## src/hdl/sha1md_pkg.sv

```systemverilog
// shared types and constants for the sha-1 message digest core
`timescale 1ns / 1ps

package sha1md_pkg;

    localparam int unsigned WORD_W      = 32;
    localparam int unsigned CHAIN_WORDS = 5;
    localparam int unsigned BLOCK_WORDS = 16;
    localparam int unsigned COUNT_W     = 61;
    localparam int unsigned POS_W       = 6;
    localparam int unsigned ROUND_W     = 7;
    localparam int unsigned WSEL_W      = 3;

    localparam logic [ROUND_W-1:0] LAST_ROUND = 7'd79;
    localparam logic [ROUND_W-1:0] PHASE1_END = 7'd20;
    localparam logic [ROUND_W-1:0] PHASE2_END = 7'd40;
    localparam logic [ROUND_W-1:0] PHASE3_END = 7'd60;

    localparam logic [POS_W-1:0]  LAST_POS   = 6'd63;
    localparam logic [POS_W-1:0]  LEN_LIMIT  = 6'd56;
    localparam logic [WSEL_W-1:0] LAST_WORD  = 3'd4;

    localparam int unsigned LEN_HI_WORD = 14;
    localparam int unsigned LEN_LO_WORD = 15;

    localparam logic [7:0] PAD_BYTE = 8'h80;

    localparam logic [WORD_W-1:0] INIT_CHAIN [0:CHAIN_WORDS-1] = '{
        32'h67452301, 32'hEFCDAB89, 32'h98BADCFE, 32'h10325476, 32'hC3D2E1F0
    };

    localparam logic [WORD_W-1:0] K_PHASE1 = 32'h5A827999;
    localparam logic [WORD_W-1:0] K_PHASE2 = 32'h6ED9EBA1;
    localparam logic [WORD_W-1:0] K_PHASE3 = 32'h8F1BBCDC;
    localparam logic [WORD_W-1:0] K_PHASE4 = 32'hCA62C1D6;

    typedef struct packed {
        logic                absorb;
        logic                pad;
        logic                put_len;
        logic                len_only;
        logic                load_work;
        logic                round;
        logic                chain_add;
        logic                clear;
        logic [ROUND_W-1:0]  round_idx;
        logic [WSEL_W-1:0]   word_sel;
    } sha1md_cmd_t;

    typedef struct packed {
        logic [POS_W-1:0] pos;
    } sha1md_status_t;

endpackage

```

## src/hdl/sha1md_ctrl.sv

```systemverilog
// sequencer for byte loading, padding, compression rounds and digest output
`timescale 1ns / 1ps

module sha1md_ctrl
(
    input  logic                     clk,
    input  logic                     rst_n,
    input  logic                     in_valid,
    input  logic                     byte_valid,
    input  logic                     end_of_message,
    output logic                     in_stall,
    output logic                     out_valid,
    input  logic                     out_stall,
    output logic [2:0]               word_index,
    output logic                     last_word,
    output sha1md_pkg::sha1md_cmd_t  cmd,
    input  sha1md_pkg::sha1md_status_t status
);

    typedef enum logic [2:0] {
        ST_IDLE,
        ST_PAD,
        ST_PAD2,
        ST_ROUND,
        ST_FINISH,
        ST_OUT
    } state_t;

    typedef enum logic [1:0] {
        PH_BLOCK,
        PH_EXTRA,
        PH_LAST
    } phase_t;

    state_t                            state_reg, state_next;
    phase_t                            phase_reg, phase_next;
    logic [sha1md_pkg::ROUND_W-1:0]    round_reg, round_next;
    logic [sha1md_pkg::WSEL_W-1:0]     word_reg, word_next;
    logic                              end_pend_reg, end_pend_next;

    always_comb
    begin
        state_next    = state_reg;
        phase_next    = phase_reg;
        round_next    = round_reg;
        word_next     = word_reg;
        end_pend_next = end_pend_reg;
        cmd           = '0;
        cmd.round_idx = round_reg;
        cmd.word_sel  = word_reg;

        case (state_reg)
            ST_IDLE:
            begin
                if (in_valid)
                begin
                    if (byte_valid)
                    begin
                        cmd.absorb = 1'b1;
                    end
                    if (byte_valid && status.pos == sha1md_pkg::LAST_POS)
                    begin
                        cmd.load_work = 1'b1;
                        round_next    = '0;
                        phase_next    = PH_BLOCK;
                        end_pend_next = end_of_message;
                        state_next    = ST_ROUND;
                    end
                    else if (end_of_message)
                    begin
                        state_next = ST_PAD;
                    end
                end
            end
            ST_PAD:
            begin
                cmd.pad       = 1'b1;
                cmd.put_len   = status.pos < sha1md_pkg::LEN_LIMIT;
                cmd.load_work = 1'b1;
                round_next    = '0;
                phase_next    = cmd.put_len ? PH_LAST : PH_EXTRA;
                state_next    = ST_ROUND;
            end
            ST_PAD2:
            begin
                cmd.len_only  = 1'b1;
                cmd.load_work = 1'b1;
                round_next    = '0;
                phase_next    = PH_LAST;
                state_next    = ST_ROUND;
            end
            ST_ROUND:
            begin
                cmd.round  = 1'b1;
                round_next = round_reg + 1'b1;
                if (round_reg == sha1md_pkg::LAST_ROUND)
                begin
                    state_next = ST_FINISH;
                end
            end
            ST_FINISH:
            begin
                cmd.chain_add = 1'b1;
                case (phase_reg)
                    PH_BLOCK:
                    begin
                        end_pend_next = 1'b0;
                        state_next    = end_pend_reg ? ST_PAD : ST_IDLE;
                    end
                    PH_EXTRA:
                    begin
                        state_next = ST_PAD2;
                    end
                    PH_LAST:
                    begin
                        word_next  = '0;
                        state_next = ST_OUT;
                    end
                    default:
                    begin
                        state_next = ST_IDLE;
                    end
                endcase
            end
            ST_OUT:
            begin
                if (!out_stall)
                begin
                    if (word_reg == sha1md_pkg::LAST_WORD)
                    begin
                        cmd.clear     = 1'b1;
                        end_pend_next = 1'b0;
                        state_next    = ST_IDLE;
                    end
                    else
                    begin
                        word_next = word_reg + 1'b1;
                    end
                end
            end
            default:
            begin
                state_next = ST_IDLE;
            end
        endcase
    end

    always_ff @(posedge clk or negedge rst_n)
    begin
        if (!rst_n)
        begin
            state_reg    <= ST_IDLE;
            phase_reg    <= PH_BLOCK;
            round_reg    <= '0;
            word_reg     <= '0;
            end_pend_reg <= 1'b0;
        end
        else
        begin
            state_reg    <= state_next;
            phase_reg    <= phase_next;
            round_reg    <= round_next;
            word_reg     <= word_next;
            end_pend_reg <= end_pend_next;
        end
    end

    assign in_stall   = (state_reg != ST_IDLE);
    assign out_valid  = (state_reg == ST_OUT);
    assign word_index = word_reg;
    assign last_word  = (word_reg == sha1md_pkg::LAST_WORD);

endmodule

```

## src/hdl/sha1md_dp.sv

```systemverilog
// block buffer, message schedule, round logic, chaining words and byte count
`timescale 1ns / 1ps

module sha1md_dp
#(
    parameter int unsigned LENGTH_BITS = 64
)
(
    input  logic                       clk,
    input  logic                       rst_n,
    input  logic [7:0]                 data_byte,
    input  sha1md_pkg::sha1md_cmd_t    cmd,
    output sha1md_pkg::sha1md_status_t status,
    output logic [31:0]                digest_word
);

    logic [31:0] chain_reg [0:sha1md_pkg::CHAIN_WORDS-1];
    logic [31:0] work_reg  [0:sha1md_pkg::CHAIN_WORDS-1];
    logic [31:0] work_next [0:sha1md_pkg::CHAIN_WORDS-1];
    logic [31:0] blk_reg   [0:sha1md_pkg::BLOCK_WORDS-1];
    logic [31:0] blk_next  [0:sha1md_pkg::BLOCK_WORDS-1];
    logic [sha1md_pkg::COUNT_W-1:0] count_reg, count_next;

    logic [sha1md_pkg::POS_W-1:0] pos;
    logic [4:0]                   lane_sh;
    logic [63:0]                  bit_len;
    logic [63:0]                  len_field;
    logic [31:0]                  f_val;
    logic [31:0]                  k_val;
    logic [31:0]                  temp;
    logic [31:0]                  sched_new;
    logic [5:0]                   byte_i;

    assign pos        = count_reg[sha1md_pkg::POS_W-1:0];
    assign status.pos = pos;
    assign lane_sh    = {~pos[1:0], 3'b000};

    // message bit length, truncated to the length width and zero extended
    assign bit_len   = {count_reg, 3'b000};
    assign len_field = 64'(bit_len[LENGTH_BITS-1:0]);

    // round function and constant
    always_comb
    begin
        if (cmd.round_idx < sha1md_pkg::PHASE1_END)
        begin
            f_val = (work_reg[1] & work_reg[2]) | (~work_reg[1] & work_reg[3]);
            k_val = sha1md_pkg::K_PHASE1;
        end
        else if (cmd.round_idx < sha1md_pkg::PHASE2_END)
        begin
            f_val = work_reg[1] ^ work_reg[2] ^ work_reg[3];
            k_val = sha1md_pkg::K_PHASE2;
        end
        else if (cmd.round_idx < sha1md_pkg::PHASE3_END)
        begin
            f_val = (work_reg[1] & work_reg[2]) | (work_reg[1] & work_reg[3])
                  | (work_reg[2] & work_reg[3]);
            k_val = sha1md_pkg::K_PHASE3;
        end
        else
        begin
            f_val = work_reg[1] ^ work_reg[2] ^ work_reg[3];
            k_val = sha1md_pkg::K_PHASE4;
        end
    end

    assign temp = {work_reg[0][26:0], work_reg[0][31:27]} + f_val + work_reg[4]
                + k_val + blk_reg[0];

    // schedule word w[t+16], entering at the end of the block buffer
    always_comb
    begin
        sched_new = blk_reg[13] ^ blk_reg[8] ^ blk_reg[2] ^ blk_reg[0];
        sched_new = {sched_new[30:0], sched_new[31]};
    end

    always_comb
    begin
        for (int i = 0; i < sha1md_pkg::CHAIN_WORDS; i++)
        begin
            work_next[i] = work_reg[i];
        end
        if (cmd.load_work)
        begin
            for (int i = 0; i < sha1md_pkg::CHAIN_WORDS; i++)
            begin
                work_next[i] = chain_reg[i];
            end
        end
        else if (cmd.round)
        begin
            work_next[4] = work_reg[3];
            work_next[3] = work_reg[2];
            work_next[2] = {work_reg[1][1:0], work_reg[1][31:2]};
            work_next[1] = work_reg[0];
            work_next[0] = temp;
        end
    end

    always_comb
    begin
        byte_i = '0;
        for (int w = 0; w < sha1md_pkg::BLOCK_WORDS; w++)
        begin
            blk_next[w] = blk_reg[w];
        end
        if (cmd.absorb)
        begin
            blk_next[pos[5:2]][lane_sh +: 8] = data_byte;
        end
        if (cmd.pad)
        begin
            for (int w = 0; w < sha1md_pkg::BLOCK_WORDS; w++)
            begin
                for (int l = 0; l < 4; l++)
                begin
                    byte_i = {4'(w), 2'(l)};
                    if (byte_i == pos)
                    begin
                        blk_next[w][8*(3-l) +: 8] = sha1md_pkg::PAD_BYTE;
                    end
                    else if (byte_i > pos)
                    begin
                        blk_next[w][8*(3-l) +: 8] = 8'h00;
                    end
                end
            end
            if (cmd.put_len)
            begin
                blk_next[sha1md_pkg::LEN_HI_WORD] = len_field[63:32];
                blk_next[sha1md_pkg::LEN_LO_WORD] = len_field[31:0];
            end
        end
        if (cmd.len_only)
        begin
            for (int w = 0; w < sha1md_pkg::BLOCK_WORDS; w++)
            begin
                blk_next[w] = '0;
            end
            blk_next[sha1md_pkg::LEN_HI_WORD] = len_field[63:32];
            blk_next[sha1md_pkg::LEN_LO_WORD] = len_field[31:0];
        end
        if (cmd.round)
        begin
            for (int w = 0; w < sha1md_pkg::BLOCK_WORDS - 1; w++)
            begin
                blk_next[w] = blk_reg[w+1];
            end
            blk_next[sha1md_pkg::BLOCK_WORDS-1] = sched_new;
        end
    end

    always_comb
    begin
        count_next = count_reg;
        if (cmd.clear)
        begin
            count_next = '0;
        end
        else if (cmd.absorb)
        begin
            count_next = count_reg + 1'b1;
        end
    end

    always_ff @(posedge clk)
    begin
        for (int w = 0; w < sha1md_pkg::BLOCK_WORDS; w++)
        begin
            blk_reg[w] <= blk_next[w];
        end
        for (int i = 0; i < sha1md_pkg::CHAIN_WORDS; i++)
        begin
            work_reg[i] <= work_next[i];
        end
    end

    always_ff @(posedge clk or negedge rst_n)
    begin
        if (!rst_n)
        begin
            count_reg <= '0;
            for (int i = 0; i < sha1md_pkg::CHAIN_WORDS; i++)
            begin
                chain_reg[i] <= sha1md_pkg::INIT_CHAIN[i];
            end
        end
        else
        begin
            count_reg <= count_next;
            if (cmd.clear)
            begin
                for (int i = 0; i < sha1md_pkg::CHAIN_WORDS; i++)
                begin
                    chain_reg[i] <= sha1md_pkg::INIT_CHAIN[i];
                end
            end
            else if (cmd.chain_add)
            begin
                for (int i = 0; i < sha1md_pkg::CHAIN_WORDS; i++)
                begin
                    chain_reg[i] <= chain_reg[i] + work_reg[i];
                end
            end
        end
    end

    assign digest_word = chain_reg[cmd.word_sel];

endmodule

```

## src/hdl/sha1_message_digest_core.sv

```systemverilog
// sha-1 message digest core, top level
//
//  channel   direction  handshake            payload
//  input     in         in_valid / in_stall  data_byte, byte_valid, end_of_message
//  output    out        out_valid / out_stall digest_word, word_index, last_word
//
//  a request without end of message stores its byte, if byte_valid; one that fills a 64-byte block then
//  takes 80 rounds of the single round unit plus a load and a chaining add
//  a final request adds one or two padding blocks, then 5 output requests
//  no clearing pass after reset; the core takes requests in the first cycle out of reset
//  in_stall is high from the cycle after a block fills or a message ends until the block is chained in,
//  or for the last block until the last digest word leaves; out_stall holds the current digest word and its index
`timescale 1ns / 1ps

module sha1_message_digest_core
#(
    parameter int unsigned LENGTH_BITS = 64
)
(
    input  logic        clk,
    input  logic        rst_n,
    input  logic        in_valid,
    output logic        in_stall,
    input  logic [7:0]  data_byte,
    input  logic        byte_valid,
    input  logic        end_of_message,
    output logic        out_valid,
    input  logic        out_stall,
    output logic [31:0] digest_word,
    output logic [2:0]  word_index,
    output logic        last_word
);

    sha1md_pkg::sha1md_cmd_t    cmd;
    sha1md_pkg::sha1md_status_t status;

    sha1md_ctrl u_ctrl
    (
        .clk            (clk),
        .rst_n          (rst_n),
        .in_valid       (in_valid),
        .byte_valid     (byte_valid),
        .end_of_message (end_of_message),
        .in_stall       (in_stall),
        .out_valid      (out_valid),
        .out_stall      (out_stall),
        .word_index     (word_index),
        .last_word      (last_word),
        .cmd            (cmd),
        .status         (status)
    );

    sha1md_dp
    #(
        .LENGTH_BITS (LENGTH_BITS)
    )
    u_dp
    (
        .clk         (clk),
        .rst_n       (rst_n),
        .data_byte   (data_byte),
        .cmd         (cmd),
        .status      (status),
        .digest_word (digest_word)
    );

endmodule

```

## config.mk

```make
export PLATFORM = sky130hd
export DESIGN_NAME = sha1_message_digest_core
export DESIGN_NICKNAME = d
export VERILOG_FILES = /design/src/hdl/sha1md_pkg.sv /design/src/hdl/sha1md_ctrl.sv /design/src/hdl/sha1md_dp.sv /design/src/hdl/sha1_message_digest_core.sv
export SDC_FILE = /design/constraint.sdc
export NUM_CORES = 2
export LEC_CHECK = 0
export ABC_AREA = 0
export BUFFER_PORTS_ARGS = -buffer_cell sky130_fd_sc_hd__buf_2
export CAP_MARGIN = 20
export CELL_PAD_IN_SITES_DETAIL_PLACEMENT = 1
export CELL_PAD_IN_SITES_GLOBAL_PLACEMENT = 1
export CORE_MARGIN = 8
export CORE_UTILIZATION = 26
export CTS_CLUSTER_SIZE = 16
export DETAILED_ROUTE_END_ITERATION = 10
export PLACE_DENSITY = 0.58
export SLEW_MARGIN = 20
export SYNTH_ARGS = -nofsm -noshare
export SYNTH_HDL_FRONTEND = slang
export SYNTH_HIERARCHICAL = 1
export SYNTH_SLANG_ARGS = --single-unit
```

## constraint.sdc

```tcl
create_clock -name clk -period 5.45 [get_ports clk]
set_input_delay 1.09 -clock clk [delete_from_list [all_inputs] [get_ports clk]]
set_output_delay 1.09 -clock clk [all_outputs]
set_load 0.01 [all_outputs]
```

-- After elaboration in Yosys (flattened, before gate mapping)
Memory sizes are Yosys's and may differ from the RTL's.
Cells that the tools add are included.
- flip-flop bits (word level): 237
- memories: 2
- memory bits (writable): 672
- word-level logic and storage cells: 405
- output and inout port bits: 38
- input port bits: 14
- bits in read-only memories: 0
- latch bits: 0
- equality and inequality tests: 82
- $add $sub $neg: 13
- $lt $le $gt $ge: 71
- $mul: 0
- bitwise operators: 16
- shift-type cells: 2
- muxes and demuxes: 190
- div/mod/pow operators: 0
- reduce and logical (&&, ||, !) cells: 18
- memory list (memory ; words ; width ; rd ports ; clocked after memory_dff ; wr ports ; line ; text):
    u_dp.blk_reg ; 16 ; 32 ; 16 ; 0 ; 16 ; sha1md_dp.sv:20 ; logic [31:0] blk_reg [0:sha1md_pkg::BLOCK_WORDS-1];
    u_dp.work_reg ; 5 ; 32 ; 5 ; 0 ; 5 ; sha1md_dp.sv:18 ; logic [31:0] work_reg [0:sha1md_pkg::CHAIN_WORDS-1];
- operator list (operator ; count):
    $mux W512 ; 4
    $mux W8 ; 128
    $mux W160 ; 4
    $bwmux W512 ; 1
    $add A32 B32 Y32 ; 9
    $mux W32 ; 8
    $eq A6 B6 Y1 const A ; 32
    $gt A6 B6 Y1 const A ; 32
    $xor A32 B32 Y32 ; 5
    $and A32 B32 Y32 ; 4
    $demux W32 S4 ; 1
    $mux W61 ; 2
    $bmux W32 S3 ; 1
    $eq A5 B6 Y1 const A ; 16
    $gt A5 B6 Y1 const A ; 16
    $or A32 B32 Y32 ; 3
    $mux W64 ; 1
    $add A61 B1 Y61 const B ; 1
    $eq A4 B6 Y1 const A ; 8
    $gt A4 B6 Y1 const A ; 8
    $not A32 Y32 ; 1
    $shift A8 B7 Y32 const A ; 1
    $shiftx A8 B7 Y32 ; 1
    $mux W31 ; 1
    other kinds (50) ; 104

-- Depth between registers and ports, before layout
- depth after elaboration: 13
- depth in mapped cells: 22
- mapped depth without buffers: 22

-- Cells and area by module
The synthesis kept the hierarchy.
- by module, submodules not included (module ; sequential area each (µm²) ; instances ; cells an instance ; area an instance (µm²)):
    sha1md_dp ; 20764.9 ; 1 ; 6268 ; 54481.0
    sha1md_ctrl ; 400.4 ; 1 ; 125 ; 1098.6

-- Worst setup path after synthesis
Ideal clock, no wire load.
- kind: register to register
- start point: register u_ctrl/round_reg[4] (netlist bit)
- end point: memory u_dp.work_reg[0][31] (data pin)
- library setup time: 267 ps
- path buffers: 0
- slack: -448 ps
- period minus slack after synthesis: 5898 ps
- cell stages (with the launch flop): 22
- data arrival time: 5631 ps
- data required time: 5183 ps
- cells stage by stage: dfrtp_1 a41oi_1 nand2_1 nand2_1 clkinv_1 a221oi_1 fa_1 fa_1 fa_1 inv_1 ha_1 inv_1 fa_1 nor2b_1 o31a_1 o2bb2ai_1 o21ai_1 a311o_1 o41ai_2 o311a_1 a21oi_1 nand4b_1
- RTL lines (element ; line ; text):
    start: declaration ; sha1md_ctrl.sv:37 ; logic [sha1md_pkg::ROUND_W-1:0] round_reg, round_next;
    start signal: assignment ; sha1md_ctrl.sv:162 ; round_reg <= round_next;
    end: declaration ; sha1md_dp.sv:18 ;

==> impl_metrics.json <==
{
  "status": "finished with violations",
  "violations": "setup timing",
  "worstMarginPinSlew_ns": 1.17,
  "crit_arrival_ns": 6.23,
  "setup_viol": 6,
  "rsz0062_at_grt": "yes",
  "globalplace.congestion": 0.908,
  "final_layout_size_suffix_gt1_share_pct": 12.3,
  "slew_violations": 0,
  "crit_fanout": 8,
  "ys_async_sr_fraction_pct": 26.1,
  "syn_area_um2": 55600,
  "design.core.area_um2": 212000,
  "cts_inserted_buffers": 109,
  "max_freq_mhz": 175,
  "cap_violations": 0,
  "cp_num_buf_inv": 5,
  "grt_first_pass_wirelength_um": 336000,
  "start_util_pct": 26.2,
  "gr-usage-all-layers_pct": 18.9,
  "hold_viol_final": 0,
  "r2r_end": "u_dp/work_reg[0][31]$_DFFE_PP_",
  "syn_to_final_growth_pct": 16.1,
  "end_kind": "register",
  "path_cells": "o21a_1 -> nand2_4 -> clkinv_4 -> buf_12 -> a221oi_4 -> fa_1 -> fa_1 -> fa_1 -> inv_2 -> ha_4 -> inv_4 -> fa_2 -> nor2b_2 -> o31a_1 -> o2bb2ai_4 -> o21ai_4 -> a311o_1 -> o41ai_2 -> buf_4 -> o311a_4 -> a21oi_2 -> nand4b_1",
  "critical-path-top-delay-family": "compound AO/OA/AOI/OAI gates",
  "synth_warnings": 6,
  "r2r_start": "u_ctrl/round_reg[3]$_DFFE_PN0P_",
  "reg2regPathDepth": 22,
  "fill_cells": 24800,
  "antenna_found_initial": 3,
  "placed_area_um2": 60100,
  "required_ns": 5.95,
  "drc": 0,
  "portBuffers": 51,
  "final_nets": 6828,
  "row_count": 169,
  "globalRouteOverflowTotal": 0,
  "numClockSinks": 909,
  "insertion_delay_ns": 0.78,
  "synth_top_area_share_pct": 18.2,
  "synth_area_per_cell_um2": 8.69,
  "path_clk_slew_ns": 0.06,
  "vias_per_cell": 5.21,
  "crit_slowest_cell": "fa_1",
  "totalWireLength_um": 225000,
  "cp-start-kind": "register",
  "syn-instance-count": 6393,
  "ys_ff_latch": 909,
  "synth_top_cell_by_area": "dfxtp_1",
  "die_x_um": 478,
  "synth_nets": 6734,
  "final_area_um2": 64500,
  "setup_tns_ns": -0.772,
  "ys.flop_type": "dfxtp_1",
  "ys_seq_area_share_pct": 38.1,
  "fin_worst_skew_ns": 0.0628,
  "ioPinCount": 52,
  "hpwl_um": 165000,
  "wire_per_inst_um": 23.9,
  "cp_slowest_stage_delay_ns": 0.53,
  "grt_pass1_vias": 50500,
  "ant_nets": 0,
  "synth_edf_count": 168,
  "die_area_um2": 229000,
  "finalWorstSetupSlack_ns": -0.274,
  "clk_path_buf_depth": 3,
  "first_iter_violations": 3800,
  "ys_types": 100,
  "root_buffer": "clkbuf_16",
  "crit_type": "register to register",
  "rrSetupSlack_ns": -0.27,
  "h-tree-depth": 3,
  "crit_path_frequent_cell": "fa_1",
  "synth.area.top_cells": "dfxtp_1, edfxtp_1, dfrtp_1",
  "vias": 49000,
  "largest_reg_flops": 512,
  "period_share_pct": 105,
  "cts_tree": "built",
  "relSlewSlack_pct": 21.3,
  "period_needed_ns": 5.72,
  "grt_max_degree": 173,
  "hold_path.class": "input pin to async pin",
  "die_y_um": 478,
  "fin_hold_ws_ns": 0.308,
  "first_pass_iters": 6
}
## per-stage QoR
step | std cells | worst slack [ns] | utilization [%]
5_1_grt | 9404 | -0.464 | 30.4
3_5_place_dp | 9167 | -0.715 | 28.3
6_report | 9405 | -0.274 | 30.4
4_1_cts | 9383 | -0.296 | 30.2
3_3_place_gp | 9166 | -0.594 | 28.3
2_1_floorplan | 6393 | 0.0161 | -
## repair_timing
item	4_1_cts	5_1_grt
gates cloned	1	0
pin swaps	27	44
setup buffers	8	23
resized for setup	62	63
setup endpoints to repair	17	13
hold buffers	0	0
## Yosys cell counts, types with 41 or more instances
| cell | instances |
|---|---|
| edfxtp_1 | 168 |
| nor3_1 | 49 |
| clkbuf_1 | 268 |
| fa_1 | 125 |
| dfxtp_1 | 504 |
| a221oi_1 | 46 |
| mux2i_1 | 383 |
| ha_1 | 202 |
| nand2_1 | 881 |
| o22ai_1 | 75 |
| mux2_2 | 125 |
| dfrtp_1 | 157 |
| and3_1 | 41 |
| xor2_1 | 84 |
| nor2_1 | 597 |
| and2_1 | 52 |
| o211ai_1 | 42 |
| dfstp_2 | 80 |
| inv_1 | 291 |
| a21o_1 | 93 |
| xnor2_1 | 199 |
| o21ai_0 | 713 |
| nand3_1 | 81 |
| a21oi_1 | 490 |
## cell families (layout without fill, tap and decap cells)
kind of cell,count (synthesis),in the layout,share of synthesized area [%]
AOI/OAI and AO/OA,1815,1815,19.5
other,0,1,0
xor gates and xnor gates,283,283,4.46
adders and majority gates,327,327,9.05
muxes,509,509,9.47
buffers and inverters,625,815,4.36
DFF,909,909,38.1
and+or+nand+nor,1925,1925,15.0
## how the worst max path moves through the flow
stage	cells past startpoint	slack (ns)	from	to
after floorplan	21	0.02	u_ctrl/round_reg[5]$_DFFE_PN0P_	u_dp/work_reg[0][31]$_DFFE_PP_
after global placement	21	-0.59	u_ctrl/round_reg[3]$_DFFE_PN0P_	u_dp/work_reg[0][22]$_DFFE_PP_
after detailed placement	22	-0.71	u_ctrl/round_reg[3]$_DFFE_PN0P_	u_dp/work_reg[0][31]$_DFFE_PP_
after CTS	22	-0.30	u_ctrl/round_reg[2]$_DFFE_PN0P_	u_dp/work_reg[0][31]$_DFFE_PP_
after global routing	23	-0.46	u_ctrl/round_reg[2]$_DFFE_PN0P_	u_dp/work_reg[0][31]$_DFFE_PP_
final	22	-0.27	u_ctrl/round_reg[3]$_DFFE_PN0P_	u_dp/work_reg[0][31]$_DFFE_PP_
## per-layer routing
layer,wire length (µm),track usage (%),vias up
met4,7960,6.00,0
met5,0,0,-
met3,9280,2.22,318
li1,-,-,22700
met2,104000,31.2,1079
met1,103000,25.7,24900
## worst register-to-register path, cell delays in order (launching register included)
cell       delay [ns]
dfrtp_2          0.44
o21a_1           0.23
nand2_4          0.14
clkinv_4         0.09
buf_12           0.15
a221oi_4         0.34
fa_1             0.50
fa_1             0.50
fa_1             0.53
inv_2            0.06
ha_4             0.17
inv_4            0.06
fa_2             0.20
nor2b_2          0.05
o31a_1           0.28
o2bb2ai_4        0.20
o21ai_4          0.11
a311o_1          0.40
o41ai_2          0.38
buf_4            0.19
o311a_4          0.20
a21oi_2          0.05
nand4b_1         0.16
## layout make-up
cell class,instances,area [µm²],area share [%]
inverters,297,1150,1.79
clock buffers,169,3190,4.94
multi-input cells,4859,32500,50.4
repair inverters,1,11.3,0.0175
diodes,1,2.50,0.00388
clock inverters,38,429,0.665
well taps,2821,3530,5.47
repair buffers,310,2480,3.85
flip-flops and latches,909,21200,32.8
## layout by cell type, fill, tap and decap left out, types with 48 or more instances in the layout
master	Yosys	layout
nand2_1	881	878
dfstp_2	80	80
ha_1	202	198
inv_1	291	284
mux2_2	125	125
o21ai_0	713	696
mux2i_1	383	383
clkbuf_16	0	111
edfxtp_1	168	168
dfrtp_1	157	153
o22ai_1	75	72
dfxtp_1	504	504
xor2_1	84	84
fa_1	125	122
nand3_1	81	81
xnor2_1	199	198
and2_1	52	50
a21o_1	93	92
buf_2	10	50
a21oi_1	490	486
buf_4	11	231
nor2_1	597	583
nor3_1	49	48
Power is left out: the tool's default activity adds up to more than one toggle a clock period on the data nets, which glitch-free logic cannot reach.
